$ cat config.mk
export PLATFORM = sky130hd
export DESIGN_NAME = crc32_byte_engine_top
export DESIGN_NICKNAME = d
export VERILOG_FILES = /design/src/rtl/crc_pkg.sv /design/src/rtl/crc32_byte_engine_top.sv /design/src/rtl/crc_front.sv /design/src/rtl/crc_queue.sv /design/src/rtl/crc_back.sv
export SDC_FILE = /design/constraint.sdc
export NUM_CORES = 1
export LEC_CHECK = 0
export ABC_CLOCK_PERIOD_IN_PS = 8200
export BUFFER_PORTS_ARGS = -buffer_cell sky130_fd_sc_hd__buf_2
export CORE_ASPECT_RATIO = 1.1
export CORE_MARGIN = 5
export CORE_UTILIZATION = 45
export DETAILED_ROUTE_END_ITERATION = 7
export GPL_TIMING_DRIVEN = 0
export HOLD_SLACK_MARGIN = 0.02
export SKIP_CTS_REPAIR_TIMING = 1
export SLEW_MARGIN = 5
export SYNTH_ARGS = -nofsm -noshare
export SYNTH_HDL_FRONTEND = slang
export SYNTH_SLANG_ARGS = --single-unit
$ cat constraint.sdc
create_clock -name clk -period 8.2 [get_ports clk]
set_clock_uncertainty 0.2 [all_clocks]
set_input_delay 0.82 -clock clk [delete_from_list [all_inputs] [get_ports clk]]
set_output_delay 0.82 -clock clk [all_outputs]
set_load 0.03 [all_outputs]
$ cat src/rtl/crc_pkg.sv
// ----------------------------------------------------------------------------
// CRC byte engine package
// Shared types, register codes and the bytewise CRC fold function.
// ----------------------------------------------------------------------------
package crc_pkg;

	// Widths of the word fields.
	localparam int CRC_W      = 32;
	localparam int BYTE_W     = 8;
	localparam int REG_IDX_W  = 2;

	// The byte is folded into bits 31..24 in normal mode.
	localparam int CRC_BYTE_SHIFT = 24;
	localparam int CRC_BYTE_BITS  = 8;

	// Default queue depth between the front and back parts.
	localparam int QUEUE_DEPTH_DEFAULT = 4;

	// Register reset values.
	localparam logic [CRC_W-1:0] POLY_RESET = 32'hEDB88320;
	localparam logic             ORDER_RESET = 1'b0;

	// Register indexes of the configuration port.
	typedef enum logic [REG_IDX_W-1:0] {
		REG_POLYNOMIAL = 2'd0,
		REG_BIT_ORDER  = 2'd1
	} reg_idx_t;

	// Bit order codes.
	localparam logic ORDER_REFLECTED = 1'b0;
	localparam logic ORDER_NORMAL    = 1'b1;

	// One input word as it travels through the queue.
	typedef struct packed {
		logic [BYTE_W-1:0] data_byte;
		logic              first_byte;
		logic [CRC_W-1:0]  seed;
		logic              last_byte;
	} item_t;

	// Queue status seen by both sides.
	typedef struct packed {
		logic full;
		logic empty;
	} queue_status_t;

	// Fold one byte into the CRC with eight shift/XOR steps.
	function automatic logic [CRC_W-1:0] crc_fold(
		input logic [CRC_W-1:0]  crc_in,
		input logic [BYTE_W-1:0] data,
		input logic [CRC_W-1:0]  poly,
		input logic              order
	);
		logic [CRC_W-1:0] crc;
		crc = crc_in;
		if (order == ORDER_NORMAL) begin
			crc = crc ^ {data, {CRC_BYTE_SHIFT{1'b0}}};
			for (int k = 0; k < CRC_BYTE_BITS; k++) begin
				crc = crc[CRC_W-1] ? ({crc[CRC_W-2:0], 1'b0} ^ poly)
					: {crc[CRC_W-2:0], 1'b0};
			end
		end else begin
			crc = crc ^ {{(CRC_W-BYTE_W){1'b0}}, data};
			for (int k = 0; k < CRC_BYTE_BITS; k++) begin
				crc = crc[0] ? ({1'b0, crc[CRC_W-1:1]} ^ poly)
					: {1'b0, crc[CRC_W-1:1]};
			end
		end
		return crc;
	endfunction

endpackage

$ cat src/rtl/crc32_byte_engine_top.sv
// ----------------------------------------------------------------------------
// CRC-32 byte engine
// Bytewise CRC with a configurable polynomial and bit order.
// ----------------------------------------------------------------------------
// Usage:
// The input channel (in_valid/in_stall) takes one word per cycle while
// in_stall is low: a data byte, a first-byte flag with its seed, and a
// last-byte flag. The output channel (out_valid/out_stall) returns one word
// per input word: the CRC after that byte and the last-byte flag as
// final_value. A front register takes each word and pushes it into a short
// queue; the back part pops one word per cycle while the output is not
// stalled, folds it into the running CRC with an eight-step shift/XOR
// network and loads the output register. Throughput is one word per cycle
// while neither side stalls, as the fold on the running CRC is
// combinational. When the receiver stalls, the output holds and the queue
// fills; after QUEUE_DEPTH + 2 words are outstanding, in_stall rises.
// Reset clears all valid bits and the running CRC to zero, and loads the
// polynomial 0xEDB88320 in reflected order. Write the registers through
// wr_en/wr_index/wr_data while no word is in flight.
// ----------------------------------------------------------------------------
module crc32_byte_engine_top import crc_pkg::*; #(
	parameter int QUEUE_DEPTH = QUEUE_DEPTH_DEFAULT
) (
	input  logic                 clk,
	input  logic                 arst_n,
	input  logic                 wr_en,
	input  logic [REG_IDX_W-1:0] wr_index,
	input  logic [CRC_W-1:0]     wr_data,
	input  logic                 in_valid,
	output logic                 in_stall,
	input  logic [BYTE_W-1:0]    data_byte,
	input  logic                 first_byte,
	input  logic [CRC_W-1:0]     seed,
	input  logic                 last_byte,
	output logic                 out_valid,
	input  logic                 out_stall,
	output logic [CRC_W-1:0]     crc_value,
	output logic                 final_value
);

	queue_status_t q_status;
	logic          push;
	item_t         push_item;
	logic          pop;
	item_t         pop_item;

	// Front part: input register.
	crc_front u_front (
		.clk        (clk),
		.arst_n     (arst_n),
		.in_valid   (in_valid),
		.in_stall   (in_stall),
		.data_byte  (data_byte),
		.first_byte (first_byte),
		.seed       (seed),
		.last_byte  (last_byte),
		.q_status   (q_status),
		.push       (push),
		.push_item  (push_item)
	);

	// Queue between the two parts.
	crc_queue #(
		.QUEUE_DEPTH (QUEUE_DEPTH)
	) u_queue (
		.clk       (clk),
		.arst_n    (arst_n),
		.push      (push),
		.push_item (push_item),
		.pop       (pop),
		.pop_item  (pop_item),
		.q_status  (q_status)
	);

	// Back part: CRC fold and output register.
	crc_back u_back (
		.clk         (clk),
		.arst_n      (arst_n),
		.wr_en       (wr_en),
		.wr_index    (wr_index),
		.wr_data     (wr_data),
		.q_status    (q_status),
		.pop_item    (pop_item),
		.pop         (pop),
		.out_valid   (out_valid),
		.out_stall   (out_stall),
		.crc_value   (crc_value),
		.final_value (final_value)
	);

endmodule

$ cat src/rtl/crc_front.sv
// ----------------------------------------------------------------------------
// CRC front stage
// Registers each incoming word and pushes it into the queue when there is room.
// ----------------------------------------------------------------------------
module crc_front import crc_pkg::*; (
	input  logic              clk,
	input  logic              arst_n,
	input  logic              in_valid,
	output logic              in_stall,
	input  logic [BYTE_W-1:0] data_byte,
	input  logic              first_byte,
	input  logic [CRC_W-1:0]  seed,
	input  logic              last_byte,
	input  queue_status_t     q_status,
	output logic              push,
	output item_t             push_item
);

	logic  valid_s1;
	item_t item_s1;
	logic  take;

	// The stage holds its word only while the queue is full.
	assign in_stall  = valid_s1 && q_status.full;
	assign take      = in_valid && !in_stall;
	assign push      = valid_s1 && !q_status.full;
	assign push_item = item_s1;

	// Stage valid bit.
	always_ff @(posedge clk or negedge arst_n) begin
		if (!arst_n) begin
			valid_s1 <= 1'b0;
		end else if (take) begin
			valid_s1 <= 1'b1;
		end else if (push) begin
			valid_s1 <= 1'b0;
		end
	end

	// Stage payload.
	always_ff @(posedge clk) begin
		if (take) begin
			item_s1.data_byte  <= data_byte;
			item_s1.first_byte <= first_byte;
			item_s1.seed       <= seed;
			item_s1.last_byte  <= last_byte;
		end
	end

endmodule

$ cat src/rtl/crc_queue.sv
// ----------------------------------------------------------------------------
// CRC word queue
// Small first-in first-out buffer between the front and back parts.
// ----------------------------------------------------------------------------
module crc_queue import crc_pkg::*; #(
	parameter int QUEUE_DEPTH = QUEUE_DEPTH_DEFAULT
) (
	input  logic          clk,
	input  logic          arst_n,
	input  logic          push,
	input  item_t         push_item,
	input  logic          pop,
	output item_t         pop_item,
	output queue_status_t q_status
);

	localparam int PTR_W = (QUEUE_DEPTH > 1) ? $clog2(QUEUE_DEPTH) : 1;
	localparam int CNT_W = $clog2(QUEUE_DEPTH + 1);
	localparam logic [PTR_W-1:0] LAST_PTR = PTR_W'(QUEUE_DEPTH - 1);
	localparam logic [CNT_W-1:0] FULL_CNT = CNT_W'(QUEUE_DEPTH);

	item_t            slot_q [QUEUE_DEPTH];
	logic [PTR_W-1:0] wr_ptr_q;
	logic [PTR_W-1:0] rd_ptr_q;
	logic [CNT_W-1:0] count_q;

	assign q_status.full  = (count_q == FULL_CNT);
	assign q_status.empty = (count_q == '0);
	assign pop_item       = slot_q[rd_ptr_q];

	// Pointers and fill count.
	always_ff @(posedge clk or negedge arst_n) begin
		if (!arst_n) begin
			wr_ptr_q <= '0;
			rd_ptr_q <= '0;
			count_q  <= '0;
		end else begin
			if (push) begin
				wr_ptr_q <= (wr_ptr_q == LAST_PTR) ? '0 : wr_ptr_q + 1'b1;
			end
			if (pop) begin
				rd_ptr_q <= (rd_ptr_q == LAST_PTR) ? '0 : rd_ptr_q + 1'b1;
			end
			if (push && !pop) begin
				count_q <= count_q + 1'b1;
			end else if (pop && !push) begin
				count_q <= count_q - 1'b1;
			end
		end
	end

	// Storage slots.
	always_ff @(posedge clk) begin
		if (push) begin
			slot_q[wr_ptr_q] <= push_item;
		end
	end

endmodule

$ cat src/rtl/crc_back.sv
// ----------------------------------------------------------------------------
// CRC back stage
// Holds the configuration, folds each queued byte into the running CRC and
// presents the result in the output register.
// ----------------------------------------------------------------------------
module crc_back import crc_pkg::*; (
	input  logic                 clk,
	input  logic                 arst_n,
	input  logic                 wr_en,
	input  logic [REG_IDX_W-1:0] wr_index,
	input  logic [CRC_W-1:0]     wr_data,
	input  queue_status_t        q_status,
	input  item_t                pop_item,
	output logic                 pop,
	output logic                 out_valid,
	input  logic                 out_stall,
	output logic [CRC_W-1:0]     crc_value,
	output logic                 final_value
);

	logic [CRC_W-1:0] poly_q;
	logic             order_q;
	logic [CRC_W-1:0] running_crc_q;
	logic             out_valid_q;
	logic [CRC_W-1:0] crc_value_q;
	logic             final_value_q;
	logic [CRC_W-1:0] base;
	logic [CRC_W-1:0] next_crc;

	// Take a word whenever the output register is free or being emptied.
	assign pop = !q_status.empty && (!out_valid_q || !out_stall);

	// Fold the byte into the seed or the running CRC.
	assign base     = pop_item.first_byte ? pop_item.seed : running_crc_q;
	assign next_crc = crc_fold(base, pop_item.data_byte, poly_q, order_q);

	// Configuration registers.
	always_ff @(posedge clk or negedge arst_n) begin
		if (!arst_n) begin
			poly_q  <= POLY_RESET;
			order_q <= ORDER_RESET;
		end else if (wr_en) begin
			unique case (wr_index)
				REG_POLYNOMIAL: poly_q  <= wr_data;
				REG_BIT_ORDER:  order_q <= wr_data[0];
				default: ;
			endcase
		end
	end

	// Running CRC and output valid.
	always_ff @(posedge clk or negedge arst_n) begin
		if (!arst_n) begin
			running_crc_q <= '0;
			out_valid_q   <= 1'b0;
		end else begin
			if (pop) begin
				running_crc_q <= next_crc;
				out_valid_q   <= 1'b1;
			end else if (!out_stall) begin
				out_valid_q   <= 1'b0;
			end
		end
	end

	// Output payload.
	always_ff @(posedge clk) begin
		if (pop) begin
			crc_value_q   <= next_crc;
			final_value_q <= pop_item.last_byte;
		end
	end

	assign out_valid   = out_valid_q;
	assign crc_value   = crc_value_q;
	assign final_value = final_value_q;

endmodule

==> summary by stage <==
Run status
The run finished with clean final reports.

Final layout
Registers take ~0.0092 mm^2. Counting the fill cells in the layout gives around 4400. The post-route netlist has about an eighth of its cells at a drive strength greater than 1. 0 antenna diodes ended up in the layout. The area occupied by multi-input gates is between 0.01 and 0.015 mm^2. The number of standard cells in the final layout excluding fillers is between 2000 and 3000. After the last flow step, the layout net total stands at 2404. The post-layout instance area is 0.02443 mm^2.

The layout overhead on the synthesized area is 12.89%.

Floorplanning
The number of top-level pins is about 120. In this run the horizontal extent of the chip is about 220 um. The region available for standard cell placement spans between 0.04 and 0.05 mm^2.

For this configuration, the core starts out at a cell density of ~45%. After floorplanning, the core was divided into between 80 and 90 placement rows. The overall die height is 240.0 um.

The floorplan step defined a die boundary enclosing around 0.053 mm^2.

Logic synthesis
For this run, the leading register cell type out of synthesis is sky130_fd_sc_hd__edfxtp_1. In this run, synthesis inferred between 200 and 250 flip-flops with an integrated enable. The cell count after synthesis is 2153. In the synthesized netlist the async set-or-reset flop fraction comes to approximately a quarter.

The post-synthesis average cell area is about 10 um^2. The largest total area in the synthesized netlist belongs to sky130_fd_sc_hd__edfxtp_1. Sorting the synthesized cells by how often they occur yields 371 x sky130_fd_sc_hd__nand2_1, 364 x sky130_fd_sc_hd__xnor2_1, 243 x sky130_fd_sc_hd__edfxtp_1. Counting every net in the synthesized netlist gives 2241.

In this run the cell area of the synthesized design comes to roughly 0.022 mm^2. The number of register bits inferred by synthesis is about 320. The synthesis warning total is 0.

Sequential elements use between 40% and 50% of the synthesized area. By area the synthesized netlist is led by sky130_fd_sc_hd__edfxtp_1 34%, sky130_fd_sc_hd__xnor2_1 15%, sky130_fd_sc_hd__dfrtp_1 6.9%. The number of distinct standard cells referenced by the synthesized netlist is 92. The most instantiated library cell after synthesis is sky130_fd_sc_hd__nand2_1. The share of the synthesized area in the top cell type is roughly a third.

CTS
Clock tree synthesis selected as its root buffer the cell sky130_fd_sc_hd__clkbuf_16. The clock reaches the later pin of the worst-skew pair after around 0.57 ns. TritonCTS built the clock tree. The number of clock sinks is between 300 and 400. The clock slew seen by the registers of the worst setup and hold paths is 0.06 ns. In this run, CTS created clock tree buffers numbering 38. Counting along the longest clock path gives a buffer depth of 3. The H-tree was split into 2 levels.

Min path
The classification of the worst-slack hold path is input port to register. The startpoint of the lowest-slack hold path is first_byte. The number of cells on the worst hold path is 1. For hold timing, the worst endpoint is u_front.push_item[33]$_DFFE_PP_.

Worst setup path
The startpoint identified for the worst register-to-register timing path is u_queue.rd_ptr_q[1]$_DFFE_PN0P_. The largest fanout on the critical path is 10. Data arrives at the worst endpoint at 7.72 ns.

The setup slack of the worst register-to-register path is ~0.60 ns. The worst setup path is launched from a register. In this run the critical register-to-register path is captured at u_back.crc_value[3]$_DFFE_PP_. The worst reg-to-reg path cell count is 15.

The required time reported for the critical path endpoint is between 8 and 9 ns. The worst setup path is captured at a register. The critical path is of the register to register type.

Timing
Based on the critical path, the design can be clocked at up to approximately 0.13 GHz. Dividing the final minimum period by the clock period gives between 90% and 100%. Setup slack closes at ~0.6 ns. Setup repair after global routing left no endpoint under its margin.

The count of final max-slew check failures was 0. The total count of hold-check failures in the final report came to 0. For the pin with the worst max-slew slack, the measured transition is ~1.3 ns. Setup total negative slack on the finished layout was measured at 0 ns. Counting I/O delays and the setup requirement, the final critical path takes about 7.6 ns. The relative slew slack is 14.10%. Setup violations remaining at the end of the flow were counted as 0.

Placed design
The post-placement worst setup slack is about 0.72 ns. The weighted congestion at the end of routability-driven global placement is just under 1. The placed instance count is ~2900. The HPWL after detailed placement is between 50000 and 60000 um. The number of buffers added on ports is 115.

In this run the cell area measured after placement is approximately 0.023 mm^2.

Global route
The remaining global-route overflow is 0. The global-route wire length before repair is about 110000 um. The initial antenna violation count was 0. For this run, the total global-route usage over all layers was measured as 28.00%. The pin count of the biggest net entering global routing is 53. The number of global-route vias before repair is approximately 18000.

Routing
The number of violations reported at the end of detailed-routing iteration 0 is about 1900. The DRC violation count after routing is 0. The first detailed-routing pass took 6 iterations. The count of antenna-violating nets left after detailed routing is 0. The total vias in the final route is roughly 18000. Dividing the detail-routed wire length by the instance count gives roughly 25 um.

Wires add up to about 75000 um. The average via count per standard cell is slightly below 6.

Flow run
Max-cap violations in this run came to 0.
-- cells by family (layout without fill, tap and decap cells) --
kind of cell / after synthesis / in the layout / share of synthesized area, %
AOI/OAI and AO/OA: 408 / 408 / 13.75
DFF: 317 / 317 / 42.35
xor gates and xnor gates: 413 / 413 / 18.03
adders and majority gates: 7 / 7 / 0.4394
and+or+nand+nor: 685 / 685 / 13.84
muxes: 99 / 99 / 7.354
buffers and inverters: 224 / 416 / 4.232
-- layout by cell type, fill, tap and decap left out, types with 50 or more instances in the layout --
cell	n
sky130_fd_sc_hd__nor2_1	103
sky130_fd_sc_hd__a21oi_1	63
sky130_fd_sc_hd__edfxtp_1	243
sky130_fd_sc_hd__nand2_1	371
sky130_fd_sc_hd__a311oi_1	50
sky130_fd_sc_hd__dfrtp_1	60
sky130_fd_sc_hd__xnor2_1	364
sky130_fd_sc_hd__o21ai_0	89
sky130_fd_sc_hd__buf_2	129
sky130_fd_sc_hd__clkbuf_1	143
sky130_fd_sc_hd__nand3_1	93
-- per-stage QoR --
stage | hold WS (ns) | utilization (%)
after floorplan | 0.2425 | -
after global placement | 0.2610 | 48.25
after detailed placement | 0.2656 | 48.61
after CTS | -0.03352 | 51.18
after global routing | 0.2145 | 51.20
final | 0.2364 | 51.20
-- critical path, cell delays in order, from the launching register on --
cell                       delay (ns)
sky130_fd_sc_hd__dfrtp_1         0.34
sky130_fd_sc_hd__buf_2           0.23
sky130_fd_sc_hd__buf_1           0.48
sky130_fd_sc_hd__buf_1           0.54
sky130_fd_sc_hd__mux4_2          0.51
sky130_fd_sc_hd__xnor2_1         0.61
sky130_fd_sc_hd__xor2_1          0.72
sky130_fd_sc_hd__nor4_1          0.14
sky130_fd_sc_hd__o311ai_0        1.10
sky130_fd_sc_hd__clkbuf_1        0.50
sky130_fd_sc_hd__clkbuf_1        0.52
sky130_fd_sc_hd__nand3_1         0.23
sky130_fd_sc_hd__xnor2_1         0.20
sky130_fd_sc_hd__xnor2_1         0.45
sky130_fd_sc_hd__a21oi_1         0.19
sky130_fd_sc_hd__nor3_1          0.40
-- worst max-delay path by stage --
stage,from,endpoint
detailed placement,u_queue.rd_ptr_q[1]$_DFFE_PN0P_,u_back.crc_value[3]$_DFFE_PP_
global route,u_queue.rd_ptr_q[1]$_DFFE_PN0P_,u_back.crc_value[6]$_DFFE_PP_
floorplan,u_queue.rd_ptr_q[0]$_DFFE_PN0P_,u_back.crc_value[3]$_DFFE_PP_
CTS,u_queue.rd_ptr_q[1]$_DFFE_PN0P_,u_back.crc_value[3]$_DFFE_PP_
global placement,u_queue.rd_ptr_q[1]$_DFFE_PN0P_,u_back.crc_value[3]$_DFFE_PP_
finish,u_queue.rd_ptr_q[1]$_DFFE_PN0P_,u_back.crc_value[3]$_DFFE_PP_
-- state kept, by name, indices dropped and copies added, names as in the netlist --
| signal | count |
|---|---|
| u_back.order_q | 1 |
| u_queue.count_q | 3 |
| u_queue.rd_ptr_q | 2 |
| u_back.final_value | 1 |
| u_back.out_valid | 1 |
| u_front.push_item | 42 |
| u_queue.wr_ptr_q | 2 |
| u_front.valid_s1 | 1 |
| u_queue.slot_q | 168 |
| u_back.poly_q | 32 |
| u_back.running_crc_q | 32 |
| u_back.crc_value | 32 |
-- final cells by class --
cell class,instances,share of cell area (%)
clock buffers,47,4.112
clock inverters,22,0.9065
well taps,645,3.303
inverters,37,0.5685
multi-input cells,1612,47.39
repair buffers,123,3.006
flip-flops and latches,317,37.52
plain buffers,187,3.196
-- metal layers --
| layer | track usage [%] | vias to the layer above | share of wire (%) |
|---|---|---|---|
| met5 | 0 | - | 0 |
| met4 | 10.58 | 0 | 4.1 |
| met3 | 4.697 | 168 | 8.2 |
| li1 | - | 8088 | - |
| met1 | 38.89 | 8650 | 42 |
| met2 | 44.36 | 928 | 46 |
Power is left out: the tool's default activity adds up to more than one toggle a clock period on the data nets, which glitch-free logic cannot reach.
